### src/sv/slig_pkg.sv
`timescale 1ns / 1ps
// Package for the selection linear index generator: sizes, codes and shared types.
// Depends on nothing; every other file of the block imports it.
package slig_pkg;

    // Geometry
    localparam int MAX_DIMS    = 4;
    localparam int LIST_DEPTH  = 256;
    localparam int QUEUE_DEPTH = 2;

    // Field widths fixed by the interface
    localparam int CMD_W      = 2;
    localparam int DIM_W      = 2;
    localparam int COORD_W    = 12;
    localparam int SIZE_W     = 13;
    localparam int INDEX_W    = 48;
    localparam int MODE_W     = 2;
    localparam int NDIMS_CFG_W = 3;
    localparam int CFG_IDX_W  = 3;
    localparam int CFG_DATA_W = 48;

    // Derived widths
    localparam int DIMX_W   = (MAX_DIMS > 1) ? $clog2(MAX_DIMS) : 1;
    localparam int NDIM_W   = $clog2(MAX_DIMS + 1);
    localparam int SLOT_W   = $clog2(LIST_DEPTH);
    localparam int LEN_W    = SLOT_W + 1;
    localparam int DIGIT_W  = SLOT_W + 1;
    localparam int ADDR_W   = DIMX_W + SLOT_W;
    localparam int MEM_DEPTH = MAX_DIMS * LIST_DEPTH;
    // exact index and size product never overflow these
    localparam int LIN_W    = COORD_W + SIZE_W * (MAX_DIMS - 1);
    localparam int PROD_W   = SIZE_W * MAX_DIMS;
    localparam int QPTR_W   = (QUEUE_DEPTH > 1) ? $clog2(QUEUE_DEPTH) : 1;
    localparam int QCNT_W   = $clog2(QUEUE_DEPTH + 1);

    // Command codes on the input channel
    typedef enum logic [CMD_W-1:0] {
        CMD_CLEAR   = 2'd0,
        CMD_APPEND  = 2'd1,
        CMD_RESTART = 2'd2,
        CMD_NEXT    = 2'd3
    } cmd_t;

    // Walk modes
    localparam logic [MODE_W-1:0] MODE_ALL   = 2'd0;
    localparam logic [MODE_W-1:0] MODE_POINT = 2'd1;

    // Configuration register indexes
    localparam logic [CFG_IDX_W-1:0] CFG_SELECT_MODE = 3'd0;
    localparam logic [CFG_IDX_W-1:0] CFG_NUM_DIMS    = 3'd1;
    localparam logic [CFG_IDX_W-1:0] CFG_DIM_SIZE_0  = 3'd2;
    localparam logic [CFG_IDX_W-1:0] CFG_DIM_SIZE_1  = 3'd3;
    localparam logic [CFG_IDX_W-1:0] CFG_DIM_SIZE_2  = 3'd4;
    localparam logic [CFG_IDX_W-1:0] CFG_DIM_SIZE_3  = 3'd5;
    localparam logic [CFG_IDX_W-1:0] CFG_ALL_LAST    = 3'd6;

    // Classified operation handed from front to back
    typedef enum logic [2:0] {
        OP_CLEAR,
        OP_APPEND,
        OP_RESTART,
        OP_NEXT,
        OP_NOP
    } op_kind_t;

    typedef struct packed {
        op_kind_t             kind;
        logic [DIMX_W-1:0]    dim;
        logic [COORD_W-1:0]   coord;
    } op_t;

    // Configuration as seen by the back end
    typedef struct packed {
        logic [MODE_W-1:0]                  mode;
        logic [NDIM_W-1:0]                  ndims;
        logic [MAX_DIMS-1:0][SIZE_W-1:0]    sizes;
        logic [INDEX_W-1:0]                 last;
    } cfg_t;

endpackage

### src/sv/slig_queue.sv
`timescale 1ns / 1ps
// Short operation queue between front and back ends.
// Depends on slig_pkg for the operation type and depth.
module slig_queue (
    input  logic            clk,
    input  logic            rst_n,
    input  logic            push_valid,
    input  slig_pkg::op_t   push_item,
    output logic            push_ready,
    output logic            pop_valid,
    output slig_pkg::op_t   pop_item,
    input  logic            pop_ready
);
    import slig_pkg::*;

    op_t                entry_reg [QUEUE_DEPTH];
    logic [QPTR_W-1:0]  wr_ptr_reg;
    logic [QPTR_W-1:0]  wr_ptr_next;
    logic [QPTR_W-1:0]  rd_ptr_reg;
    logic [QPTR_W-1:0]  rd_ptr_next;
    logic [QCNT_W-1:0]  count_reg;
    logic [QCNT_W-1:0]  count_next;
    logic               do_push;
    logic               do_pop;

    assign push_ready = count_reg < QCNT_W'(QUEUE_DEPTH);
    assign pop_valid  = count_reg != '0;
    assign pop_item   = entry_reg[rd_ptr_reg];
    assign do_push    = push_valid && push_ready;
    assign do_pop     = pop_valid && pop_ready;

    // Pointer wrap and occupancy
    always_comb
    begin
        wr_ptr_next = wr_ptr_reg;
        rd_ptr_next = rd_ptr_reg;
        count_next  = count_reg;
        if (do_push)
        begin
            wr_ptr_next = (32'(wr_ptr_reg) == QUEUE_DEPTH - 1) ? '0 : wr_ptr_reg + 1'b1;
        end
        if (do_pop)
        begin
            rd_ptr_next = (32'(rd_ptr_reg) == QUEUE_DEPTH - 1) ? '0 : rd_ptr_reg + 1'b1;
        end
        if (do_push && !do_pop)
        begin
            count_next = count_reg + 1'b1;
        end
        else if (do_pop && !do_push)
        begin
            count_next = count_reg - 1'b1;
        end
    end

    always_ff @(posedge clk or negedge rst_n)
    begin
        if (!rst_n)
        begin
            wr_ptr_reg <= '0;
            rd_ptr_reg <= '0;
            count_reg  <= '0;
        end
        else
        begin
            wr_ptr_reg <= wr_ptr_next;
            rd_ptr_reg <= rd_ptr_next;
            count_reg  <= count_next;
        end
    end

    always_ff @(posedge clk)
    begin
        if (do_push)
        begin
            entry_reg[wr_ptr_reg] <= push_item;
        end
    end

endmodule

### config.mk
export PLATFORM = sky130hd
export DESIGN_NAME = slig_queue
export DESIGN_NICKNAME = d
export VERILOG_FILES = /design/src/sv/slig_pkg.sv /design/src/sv/slig_queue.sv
export SDC_FILE = /design/constraint.sdc
export NUM_CORES = 1
export LEC_CHECK = 0
export BUFFER_PORTS_ARGS = -buffer_cell sky130_fd_sc_hd__buf_4
export CAP_MARGIN = 20
export CORE_ASPECT_RATIO = 1.75
export CORE_MARGIN = 2
export CORE_UTILIZATION = 54
export CTS_CLUSTER_SIZE = 30
export DETAILED_ROUTE_END_ITERATION = 8
export PLACE_DENSITY = 0.82
export SLEW_MARGIN = 10
export SYNTH_ARGS = -nofsm -noshare
export SYNTH_HDL_FRONTEND = slang
export SYNTH_SLANG_ARGS = --single-unit
### constraint.sdc
create_clock -name clk -period 2.8 [get_ports clk]
set_input_delay 0.14 -clock clk [delete_from_list [all_inputs] [get_ports clk]]
set_output_delay 0.14 -clock clk [all_outputs]
set_load 0.03 [all_outputs]
# ---- Word level (Yosys, flattened, before mapping)
# Memory sizes are Yosys's and may differ from the RTL's.
# Index checks and enable logic that the tools add are counted.
dict set report op_classes {
  n_reduce_logical 8
  addsub 4
  magnitude_cmp 1
  n_mux 6
}
# operator count
set ops {}
lappend ops {{$logic_and 1x1->1} 4}
lappend ops {{$mux 1} 4}
lappend ops {{$mux 2} 2}
lappend ops {{$reduce_bool 2->1} 2}
lappend ops {{$add 1x1->1 const B} 2}
lappend ops {{$add 2x1->2 const B} 1}
lappend ops {{$logic_not 1->1} 2}
lappend ops {{$lt 2x2->1 const B} 1}
lappend ops {{$sub 2x1->2 const B} 1}
dict set report totals {
  n_memories 1
  ff_bits 4
  out_inout_bits 19
  in_bits 21
  ram_bits 34
  wordCells 23
}
# memory words word_bits read_ports rd_clocked_by_memory_dff wr line
set mem_list {}
lappend mem_list {entry_reg 2 17 1 0 1 slig_queue.sv:16} ;# op_t entry_reg [QUEUE_DEPTH];

# ---- Depth between registers and ports, before layout
dict set report depth {
  ltp_word 6
  ltp_mapped 6
  depth_no_buf 6
}

# ---- Worst setup path before layout
# No wires, ideal clock.
dict set report synth_path {
  path_type {reg-to-reg}
  from {register count_reg[1]}
  to {memory entry_reg[0][0] (netlist name) (enable)}
  arrival_time_ns 1.431
  path_buffers 0
  stages_incl_launch_ff 3
  setup_slack_ns 0.976
  t_required_ns 2.407
  setup_ns 0.393
  period_less_slack_ns 1.824
  path_cell_list {dfrtp_1 > nor2b_1 > nor2b_1}
}
dict set report synth_between {
  elab_chain_cells 4
}
# item line
set synth_rtl {}
lappend synth_rtl {{from (decl)} slig_queue.sv:21} ;# logic [QCNT_W-1:0] count_reg;
lappend synth_rtl {{from (signal assigned)} slig_queue.sv:68} ;# count_reg <= count_next;
lappend synth_rtl {{$lt 2x2->1} slig_queue.sv:26} ;# assign push_ready = count_reg < QCNT_W'(QUEUE_DEPTH);
lappend synth_rtl {{$logic_and 1x1->1} slig_queue.sv:29} ;# assign do_push = push_valid && push_ready;
lappend synth_rtl {{net do_push} slig_queue.sv:23} ;# logic do_push;
lappend synth_rtl {{$mux 1} slig_queue.sv:74} ;# if (do_push)
lappend synth_rtl {{$mux 1 (not written as such)} slig_queue.sv:76} ;# entry_reg[wr_ptr_reg] <= push_item;
lappend synth_rtl {{to (decl)} slig_queue.sv:16}
# The timed path passes the listed nets, and every way through them passes these cells.

==> results_dict.tcl <==
set metrics [dict create \
    reg2reg_to "entry_reg[1][0]" \
    final_antenna_net_count 0 \
    clk_latency_ns 0.28 \
    cp.required_ns 2.66 \
    io-pin-count 40 \
    synthDistinctLibCells 15 \
    p_total_mw 1.96 \
    period_share_pct 68.5 \
    cpPeakStageDelay_ns 0.90 \
    clock-sinks 38 \
    fin_tns_setup_ns 0 \
    layout.nets 139 \
    cap_viol_max_count 0 \
    yosysTopAreaCellShare_pct 69.4 \
    fin_skew_ns 0.00783 \
    cts_tree "built" \
    hold_viol 0 \
    area_delta_synth_final_pct 27.3 \
    diodes 0 \
    yosys-top-cells-area "edfxtp_1 (69%), mux2_4 (9.2%), dfrtp_1 (6.8%)" \
    start_util_pct 55.3 \
    drive_gt1_share_pct 54.2 \
    reg2regPathDepth 2 \
    grt_pass1_wl_um 3430 \
    rsz0062_at_grt "no" \
    ys_top_cells_by_count "edfxtp_1 (34), mux2_4 (9), mux2_2 (8)" \
    synth_area_mm2 0.00147 \
    routed_wirelength_um 2230 \
    critical_path_class "reg -> out" \
    overflow 0 \
    r2r-start "count_reg[1]" \
    fmax_mhz 521 \
    core_mm2 0.00266 \
    cts.clk_slew.worst_paths_ns 0.07 \
    clock_tree.root_cell "clkbuf_8" \
    leakage_nw 0.752 \
    report.final.slew_viol_count 0 \
    avgSynthCellArea_um2 21.0 \
    die_w_um 43.4 \
    cp-end-kind "output pin" \
    synth_edf_count 34 \
    rows 25 \
    cts_buffer_depth 2 \
    synth_warnings 0 \
    holdPathEnd "entry_reg[0][13]" \
    cp_slowest_cell "dfrtp_1" \
    period_needed_ns 1.92 \
    drc 0 \
    setup_violations 0 \
    vias 733 \
    whs_path_depth 1 \
    globalplace.congestion 0.635 \
    r2r_slack_ns 1.07 \
    htree_levels 2 \
    fp.dieH_um 73.0 \
    ir_drop_mv 0.565 \
    dpl.hpwl_um 1670 \
    powerDensity_mw_per_mm2 1050 \
    fp.dieArea_mm2 0.00317 \
    cp_max_fo 18 \
    cp-start-kind "register" \
    syn_inst 70 \
    worstPathCellList "mux2_2 > buf_4" \
    worst_pin_slew_ns 0.848 \
    synthArstFlopShare_pct 10.5 \
    viasPerCell 5.06 \
    slew_headroom_pct 43.5 \
    grt_usage_pct 15.8 \
    cts_made_buffers 5 \
    hp-class "in -> reg" \
    synth_flop_cell "edfxtp_1" \
    ys_ff_latch 38 \
    io_buffers 39 \
    yosysMostFrequentCell "edfxtp_1" \
    grt_max_degree 19 \
    cp.arrival_ns 1.78 \
    grt_pass1_vias 765 \
    synth_fp_nets 92 \
    min-delay-start "push_item[13]" \
    wl_per_cell_um 15.4 \
    antenna_found_initial 0 \
    status "completed" \
    yosysTopAreaCell "edfxtp_1" \
    drt-initial-drc-count 18 \
    ys_seq_area_share_pct 76.3 \
    cts_resized 0 \
    first_pass_iters 2 \
    largest_register_ffs 34 \
]
[cell type report]
class | instances | area, µm²
inverters | 1 | 3.75
clock buffers | 6 | 72.6
repair buffers | 42 | 318
multi-input cells | 29 | 314
flip-flops and latches | 38 | 1120
well taps | 27 | 33.8
fillers | 187 | 787
clock inverters | 2 | 8.76
[worst max path at each step]
stage                       from               end  slack [ns]  cells past startpoint
global placement    count_reg[1]  entry_reg[1][13]        1.14                      2
finish                rd_ptr_reg       pop_item[5]        0.88                      2
detailed placement  count_reg[1]   entry_reg[1][2]        1.04                      2
global route          rd_ptr_reg       pop_item[5]        0.75                      2
CTS                   rd_ptr_reg       pop_item[5]        0.85                      2
floorplan           count_reg[1]   entry_reg[0][0]        0.98                      2
[per-layer routing]
| layer | global-route usage [%] | routed length, µm |
|---|---|---|
| met3 | 6.44 | 122 |
| met5 | 0 | 0 |
| met1 | 14.6 | 761 |
| met4 | 8.08 | 53 |
| met2 | 28.4 | 1300 |
[repair_timing]
action                     4_1_cts  5_1_grt
hold buffers                     1        0
hold endpoints to repair         4        0
buffers inserted                 0        0
setup endpoints to repair        0        0
[per-stage QoR]
stage | util, % | setup slack, ns | cell area [µm²] | std cells | hold slack (ns)
CTS | 70.4 | 0.846 | 1870 | 145 | 0.0283
detailed placement | 67.0 | 1.04 | 1780 | 136 | -0.0587
global placement | 67.0 | 1.14 | 1780 | 136 | -0.0614
finish | 70.4 | 0.881 | 1870 | 145 | 0.0365
global route | 70.4 | 0.747 | 1870 | 145 | 0.0182
floorplan | - | 0.976 | 1470 | 70 | -0.156
[power by group]
| part | switching [mW] | internal [mW] |
|---|---|---|
| registers | 0.0955 | 0.754 |
| clock network | 0.169 | 0.171 |
| logic | 0.405 | 0.362 |
| total | 0.669 | 1.29 |
[worst max-delay path, delay by kind of cell, from the launching register on]
| family | cells | cell delay, ns |
|---|---|---|
| multiplexers | 1 | 0.42 |
| buffers and inverters | 1 | 0.17 |
| flip-flops | 1 | 0.90 |
[cells by family after synthesis]
group	after synthesis	synth area share, %
buffers and inverters	3	2.38
adder cells (fa/ha/maj)	1	0.851
flip-flops	38	76.3
multiplexers	17	15.3
XOR/XNOR	5	2.98
AND/OR/NAND/NOR	6	2.21
[cell usage in the layout, fill, tap and decap left out, drive strengths merged]
master,Yosys,final
dlygate4sd3,0,1
ha,1,1
xnor2,3,3
and2,1,1
clkinv,0,2
inv,1,1
clkbuf,0,6
nor2,1,1
dfrtp,4,4
nand2,1,1
edfxtp,34,34
or2,1,1
nor2b,2,2
buf,2,41
mux2,17,17
xor2,2,2
Note: power is estimated with default switching activity, not from simulation.
