`src/sv/slig_pkg.sv`:
```
`timescale 1ns / 1ps
// Package for the selection linear index generator: sizes, codes and shared types.
// Depends on nothing; every other file of the block imports it.
package slig_pkg;

    // Geometry
    localparam int MAX_DIMS    = 4;
    localparam int LIST_DEPTH  = 256;
    localparam int QUEUE_DEPTH = 2;

    // Field widths fixed by the interface
    localparam int CMD_W      = 2;
    localparam int DIM_W      = 2;
    localparam int COORD_W    = 12;
    localparam int SIZE_W     = 13;
    localparam int INDEX_W    = 48;
    localparam int MODE_W     = 2;
    localparam int NDIMS_CFG_W = 3;
    localparam int CFG_IDX_W  = 3;
    localparam int CFG_DATA_W = 48;

    // Derived widths
    localparam int DIMX_W   = (MAX_DIMS > 1) ? $clog2(MAX_DIMS) : 1;
    localparam int NDIM_W   = $clog2(MAX_DIMS + 1);
    localparam int SLOT_W   = $clog2(LIST_DEPTH);
    localparam int LEN_W    = SLOT_W + 1;
    localparam int DIGIT_W  = SLOT_W + 1;
    localparam int ADDR_W   = DIMX_W + SLOT_W;
    localparam int MEM_DEPTH = MAX_DIMS * LIST_DEPTH;
    // exact index and size product never overflow these
    localparam int LIN_W    = COORD_W + SIZE_W * (MAX_DIMS - 1);
    localparam int PROD_W   = SIZE_W * MAX_DIMS;
    localparam int QPTR_W   = (QUEUE_DEPTH > 1) ? $clog2(QUEUE_DEPTH) : 1;
    localparam int QCNT_W   = $clog2(QUEUE_DEPTH + 1);

    // Command codes on the input channel
    typedef enum logic [CMD_W-1:0] {
        CMD_CLEAR   = 2'd0,
        CMD_APPEND  = 2'd1,
        CMD_RESTART = 2'd2,
        CMD_NEXT    = 2'd3
    } cmd_t;

    // Walk modes
    localparam logic [MODE_W-1:0] MODE_ALL   = 2'd0;
    localparam logic [MODE_W-1:0] MODE_POINT = 2'd1;

    // Configuration register indexes
    localparam logic [CFG_IDX_W-1:0] CFG_SELECT_MODE = 3'd0;
    localparam logic [CFG_IDX_W-1:0] CFG_NUM_DIMS    = 3'd1;
    localparam logic [CFG_IDX_W-1:0] CFG_DIM_SIZE_0  = 3'd2;
    localparam logic [CFG_IDX_W-1:0] CFG_DIM_SIZE_1  = 3'd3;
    localparam logic [CFG_IDX_W-1:0] CFG_DIM_SIZE_2  = 3'd4;
    localparam logic [CFG_IDX_W-1:0] CFG_DIM_SIZE_3  = 3'd5;
    localparam logic [CFG_IDX_W-1:0] CFG_ALL_LAST    = 3'd6;

    // Classified operation handed from front to back
    typedef enum logic [2:0] {
        OP_CLEAR,
        OP_APPEND,
        OP_RESTART,
        OP_NEXT,
        OP_NOP
    } op_kind_t;

    typedef struct packed {
        op_kind_t             kind;
        logic [DIMX_W-1:0]    dim;
        logic [COORD_W-1:0]   coord;
    } op_t;

    // Configuration as seen by the back end
    typedef struct packed {
        logic [MODE_W-1:0]                  mode;
        logic [NDIM_W-1:0]                  ndims;
        logic [MAX_DIMS-1:0][SIZE_W-1:0]    sizes;
        logic [INDEX_W-1:0]                 last;
    } cfg_t;

endpackage

```
`src/sv/slig_if.sv`:
```
`timescale 1ns / 1ps
// Channel interfaces: input items, result items and configuration writes.
// Depends on slig_pkg for field widths.
interface slig_in_if;
    import slig_pkg::*;
    logic               valid;
    logic               ready;
    logic [CMD_W-1:0]   command;
    logic [DIM_W-1:0]   dim;
    logic [COORD_W-1:0] coord;

    modport source (output valid, output command, output dim, output coord, input ready);
    modport sink   (input valid, input command, input dim, input coord, output ready);
endinterface


```
`src/sv/slig_front.sv`:
```
`timescale 1ns / 1ps
// Front end: takes input beats, decodes the command into an operation, registers it.
// Depends on slig_pkg and slig_in_if.
module slig_front (
    input  logic            clk,
    input  logic            rst_n,
    slig_in_if.sink         data_in,
    output logic            push_valid,
    output slig_pkg::op_t   push_item,
    input  logic            push_ready
);
    import slig_pkg::*;

    logic     valid_reg;
    logic     valid_next;
    op_t      item_reg;
    op_t      item_next;
    op_t      decoded;
    logic     accept;

    // Classify the incoming beat
    always_comb
    begin
        decoded.dim   = DIMX_W'(data_in.dim);
        decoded.coord = data_in.coord;
        unique case (cmd_t'(data_in.command))
            CMD_CLEAR:   decoded.kind = OP_CLEAR;
            CMD_APPEND:  decoded.kind = (32'(data_in.dim) < MAX_DIMS) ? OP_APPEND : OP_NOP;
            CMD_RESTART: decoded.kind = OP_RESTART;
            CMD_NEXT:    decoded.kind = OP_NEXT;
            default:     decoded.kind = OP_NOP;
        endcase
    end

    assign data_in.ready = !valid_reg || push_ready;
    assign accept        = data_in.valid && data_in.ready;

    // Holding register in front of the queue
    always_comb
    begin
        valid_next = valid_reg;
        item_next  = item_reg;
        if (accept)
        begin
            valid_next = 1'b1;
            item_next  = decoded;
        end
        else if (push_ready)
        begin
            valid_next = 1'b0;
        end
    end

    always_ff @(posedge clk or negedge rst_n)
    begin
        if (!rst_n)
        begin
            valid_reg <= 1'b0;
        end
        else
        begin
            valid_reg <= valid_next;
        end
    end

    always_ff @(posedge clk)
    begin
        item_reg <= item_next;
    end

    assign push_valid = valid_reg;
    assign push_item  = item_reg;

endmodule

```
`src/flat_wrapper.sv`:
```
// flat-port wrapper written by rule: the top's interface ports become plain ports
module slig_front_flat import slig_pkg::*;
  (clk, rst_n, push_valid, push_item, push_ready, data_in_valid, data_in_command, data_in_dim, data_in_coord, data_in_ready);
  slig_in_if data_in_i ();
  input  logic clk;
  input  logic rst_n;
  output logic push_valid;
  output slig_pkg::op_t push_item;
  input  logic push_ready;
  input wire logic [$bits(data_in_i.valid)-1:0] data_in_valid;
  input wire logic [$bits(data_in_i.command)-1:0] data_in_command;
  input wire logic [$bits(data_in_i.dim)-1:0] data_in_dim;
  input wire logic [$bits(data_in_i.coord)-1:0] data_in_coord;
  output wire logic [$bits(data_in_i.ready)-1:0] data_in_ready;
  assign data_in_i.valid = data_in_valid;
  assign data_in_i.command = data_in_command;
  assign data_in_i.dim = data_in_dim;
  assign data_in_i.coord = data_in_coord;
  assign data_in_ready = data_in_i.ready;
  slig_front u_core (.clk(clk), .rst_n(rst_n), .data_in(data_in_i), .push_valid(push_valid), .push_item(push_item), .push_ready(push_ready));
endmodule
```
`config.mk`:
```
export PLATFORM = sky130hd
export DESIGN_NAME = slig_front_flat
export DESIGN_NICKNAME = d
export VERILOG_FILES = /design/src/sv/slig_pkg.sv /design/src/sv/slig_if.sv /design/src/sv/slig_front.sv /design/src/flat_wrapper.sv
export SDC_FILE = /design/constraint.sdc
export NUM_CORES = 1
export LEC_CHECK = 0
export ABC_AREA = 1
export ABC_CLOCK_PERIOD_IN_PS = 2350
export BUFFER_PORTS_ARGS = -buffer_cell sky130_fd_sc_hd__buf_2
export CAP_MARGIN = 5
export CORE_MARGIN = 10
export CORE_UTILIZATION = 35
export DETAILED_ROUTE_END_ITERATION = 16
export HOLD_SLACK_MARGIN = 0.05
export PLACE_DENSITY = 0.76
export SETUP_SLACK_MARGIN = 0.15
export SLEW_MARGIN = 40
export SYNTH_ARGS = -nofsm -noshare
export SYNTH_HDL_FRONTEND = slang
export SYNTH_SLANG_ARGS = --single-unit
```
`constraint.sdc`:
```
create_clock -name clk -period 2.35 [get_ports clk]
set_clock_uncertainty 0.05 [all_clocks]
set_input_delay 0.1175 -clock clk [delete_from_list [all_inputs] [get_ports clk]]
set_output_delay 0.1175 -clock clk [all_outputs]
set_load 0.005 [all_outputs]
```
# Word level (Yosys, flattened, before mapping)
# Cells that the tools add are included.
[word_totals] register_bits=18 in_bits=20
[classes] eq_ne=3 muxes=3 reduce_logical=5
[ops] op="$pmux W3 S4" count=1
[ops] op="$eq A2 B2 Y1 const B" count=2
[ops] op="$eq A2 B1 Y1 const B" count=1
[ops] op="$logic_not A2 Y1" count=1
[ops] op="$mux W1" count=2
[ops] op="$reduce_bool A2 Y1" count=1
[ops] op="$logic_and A1 B1 Y1" count=1
[ops] op="$logic_not A1 Y1" count=1
[ops] op="$logic_or A1 B1 Y1" count=1

# Logic depth before layout (Yosys ltp)
[logic_depth] word_depth=4 depth_mapped=3

# Worst setup path after synthesis
# Ideal clock, no wire load.
[synth_timing] kind="flip-flop to flip-flop" startpoint="reg u_core.valid_reg, in the netlist u_core.push_valid" endpoint="reg u_core.item_reg, in the netlist u_core.push_item[0], enable pin" setup_ns=0.394 t_arrival_ns=1.246 setup_slack_ns=0.660 stages_incl_launch_ff=2 synth_period_minus_slack_ns=1.690 path_cell_list="dfrtp_1 > a21oi_1"
[synth_between] elab_chain_cells=3
[synth_lines] item="from (decl)" line="slig_front.sv:14" text="logic valid_reg;"
[synth_lines] item="from (signal assigned)" line="slig_front.sv:62" text="valid_reg <= valid_next;"
[synth_lines] item="$logic_not A1 Y1" line="slig_front.sv:35" text="assign data_in.ready = !valid_reg || push_ready;"
[synth_lines] item="$logic_or A1 B1 Y1" line="slig_front.sv:35"
[synth_lines] item="$logic_and A1 B1 Y1" line="slig_front.sv:36" text="assign accept = data_in.valid && data_in.ready;"
[synth_lines] item="net u_core.accept" line="slig_front.sv:19" text="logic accept;"
[synth_lines] item="to (signal assigned)" line="slig_front.sv:68" text="item_reg <= item_next;"
[synth_lines] item="to (decl)" line="slig_front.sv:16" text="op_t item_reg;"
# The timed path passes the listed nets, and every way through them passes these cells.
# A chain may end at the register's enable or synchronous reset.

# Worst setup path in the final report
[layout_timing] startpoint="in data_in_valid" endpoint="reg u_core.valid_reg, in the netlist u_core.push_valid"
[layout_between] elab_chain_cells=2 elab_cells_between_ends=3
[layout_lines] item="from (decl)" line="flat_wrapper.sv:10" text="input wire logic [$bits(data_in_i.valid)-1:0] data_in_valid;"
[layout_lines] item="$logic_and A1 B1 Y1 (*)" line="slig_front.sv:36"
[layout_lines] item="$mux W1 or $reduce_bool A2 Y1 (tied branches)"
# Every way passes the cells marked *; elsewhere a longest branch is shown, timed or not.

==> summary.md <==
| Metric | Value |
|---|---|
| Status | `finished clean` |
| Clock Sinks | `17` |
| Final count of hold timing violations | `0` |
| Crit share post-route | `54.92%` |
| Avg Cell Area, Syn | `20.93 um^2` |
| Crit end category | `flop` |
| Yosys warns | `0` |
| Worst path most repeated cell | `dlygate4sd3_1` |
| Antenna viol nets, final | `0` |
| Setup CP Type | `in2reg` |
| Hold slack | `0.08394 ns` |
| P_leak | `around 0.43 nW` |
| Setup_tns | `0 ns` |
| CTS tree | `done` |
| Pwr Total | `approximately 0.57 mW` |
| Most common flop cell mapped by yosys | `edfxtp_1` |
| Count of final setup violators | `0` |
| Slowest-stage cell, CP | `dlygate4sd3_1` |
| Avg WL per Cell | `14.47 um` |
| Setup Buffers After CTS | `0` |
| DIE AREA | `roughly 3500 um^2` |
| Worst Path Required | `approximately 2.5 ns` |
| Worst-skew pair later-pin latency | `approximately 0.28 ns` |
| Sequential power share | `about three fifths` |
| Synth top cells by count | `16 x edfxtp_1, 2 x clkbuf_1, 2 x inv_1, 2 x nand2_1` |
| Total GRT Usage | `8.264%` |
| Worst IR Drop VDD | `0.3459 mV` |
| Switching part of the total power | `approximately 20%` |
| I/O pin count | `39` |
| Setup crit start kind | `input port` |
| Synthesized cell area | `approximately 540 um^2` |
| CP bufs+invs | `4` |
| Gpl congestion | `0.5845` |
| Delay-heaviest family, CP | `buffers and inverters` |
| Seq cells post-synth | `17` |
| Layout cells sized above 1 | `between 40% and 50%` |
| Clk slew on worst S/H paths | `approximately 0.090 ns` |
| Synth area leader | `edfxtp_1` |
| CTS buffer count | `3` |
| Synth top area share | `about nine tenths` |
| Largest net degree at the start of global routing | `17` |
| Finished Layout Cells | `100` |
| FMAX | `774.9 MHz` |
| Clock root cell | `clkbuf_4` |
| Num rows | `14` |
| Via-to-Cell Ratio | `around 4.0` |
| Ys async rst share | `between 5 and 6%` |
| Final Slew Violations | `0` |
| CP arrival | `around 1.4 ns` |
| Largest fanout on the critical path | `2` |
| Netlist cell types | `8` |
| Count leader, synth | `edfxtp_1` |
| First-pass GRT wire length | `around 2.1 mm` |
| Max cap viols | `0` |
| Fin nets | `around 110` |
| Ant. Diodes | `0` |
| Post-synth EDFFs | `16` |
| Combinational group share of total power | `roughly 12%` |
| Core box area | `about 1500 um^2` |
| Period minus WS final | `1.291 ns` |
| Syn nets | `between 40 and 50` |
| Final Util | `about 64%` |
| Initial Util | `36.55%` |
| Net Switching | `~0.11 mW` |
| RSZ-0062 raised after global routing | `false` |
| Iteration-0 DRC Markers | `8` |
| Int Power | `around 0.46 mW` |
| Hold crit path type | `in2async` |
| Initial antenna violation count | `0` |
| Sequential area share after synthesis | `between 90 and 100%` |
| Clock power share | `between 20% and 30%` |
| Total number of vias | `400` |
| Total Wirelength | `~1.4 mm` |
| Max stage delay on crit path | `0.54 ns` |
| Cell count along the critical path | `5` |
| R2r worst-path depth | `3` |
| Layout Area Growth over Synthesis | `76.09%` |
| Synth area leaders | `edfxtp_1 88%, dfrtp_1 4.6%, buf_4 1.4%` |
| Synthesized instance count | `26` |
| Port bufs | `37` |
| Cell Count Post-Placement | `77` |
| Drt pass-1 iters | `4` |
| Vias in the first global route | `about 440` |
| CP Cell Sequence | `dlygate4sd3_1 > buf_2 > inv_1 > nand2_1 > dlygate4sd3_1` |
| Htree depth | `1` |
| DR DRC count | `0` |
| Die extent in x | `about 59 um` |
| Pwr/cell area | `~600 nW/um^2` |
| Gr ovfl total | `0` |
| Clock Path Buffers | `2` |
| Die Span Y | `approximately 60 um` |
power by group through the flow:
| stage | Combinational [mW] | Clock [mW] | Sequential [mW] |
|---|---|---|---|
| 2_1_floorplan | 0.0102 | 0 | 0.365 |
| 3_3_place_gp | 0.0460 | 0 | 0.361 |
| 3_5_place_dp | 0.0473 | 0 | 0.362 |
| 4_1_cts | 0.0723 | 0.155 | 0.355 |
| 5_1_grt | 0.0787 | 0.167 | 0.357 |
| 6_report | 0.0715 | 0.149 | 0.355 |
kinds of logic after synthesis:
logic type / after synthesis / synth area share [%]
flops: 17 / 92.87
other cells: 1 / 0.6890
buf+inv: 5 / 4.139
compound gates: 1 / 0.9187
simple gates: 2 / 1.380
cell type report:
type / instances / area, um^2
Clock buffer: 4 / 26.28
Fill cell: 112 / 530.5
Inverter: 2 / 7.507
Multi-Input combinational cell: 4 / 16.27
Sequential cell: 17 / 505.5
Tap cell: 16 / 20.02
Timing Repair Buffer: 57 / 382.9
state kept, by name, indices dropped and copies added, names as in the netlist:
register and cells:
u_core.push_item 16, u_core.push_valid 1
worst reg2reg max path, stage by stage (launching register included):
cell and delay (ns):
dfrtp_1 0.40, nand2_1 0.09, nand2_1 0.05, dlygate4sd3_1 0.54
metal layers:
metal	track usage, %	vias up	part of all wire (%)
li1	-	205	-
met5	0	-	0
met4	4.918	0	0.48
met3	4.506	2	11
met1	7.828	176	35
met2	13.67	17	54
timing repair:
| item | CTS | global route |
|---|---|---|
| hold buffers | 19 | 0 |
| endpoints found under the hold margin | 18 | 0 |
| gates resized for setup | 0 | 0 |
per-stage QoR:
stage	cell area [um^2]	setup slack, ns
floorplan	544.3	0.6595
global placement	742.0	1.246
detailed placement	742.0	1.220
CTS	958.4	1.072
global route	958.4	1.009
finish	958.4	1.059
layout by cell type, fill, tap and decap left out:
cell / count
dlygate4sd3_1: 19
buf_4: 1
dfrtp_1: 1
buf_2: 37
clkbuf_4: 3
conb_1: 1
edfxtp_1: 16
clkbuf_1: 1
nand2_1: 2
inv_1: 2
a21oi_1: 1
worst paths after layout:
check	end	slack (ns)	from
max	u_core.push_valid	1.06	data_in_valid
min	u_core.push_valid	0.08	rst_n
max reg2reg	u_core.push_valid	1.11	u_core.push_valid
min reg2reg	u_core.push_item[4]	0.76	u_core.push_valid
max in group asynchronous	u_core.push_valid	2.08	rst_n
min in group clk	u_core.push_item[4]	0.37	push_ready
Power figures use the tool's default switching activity.
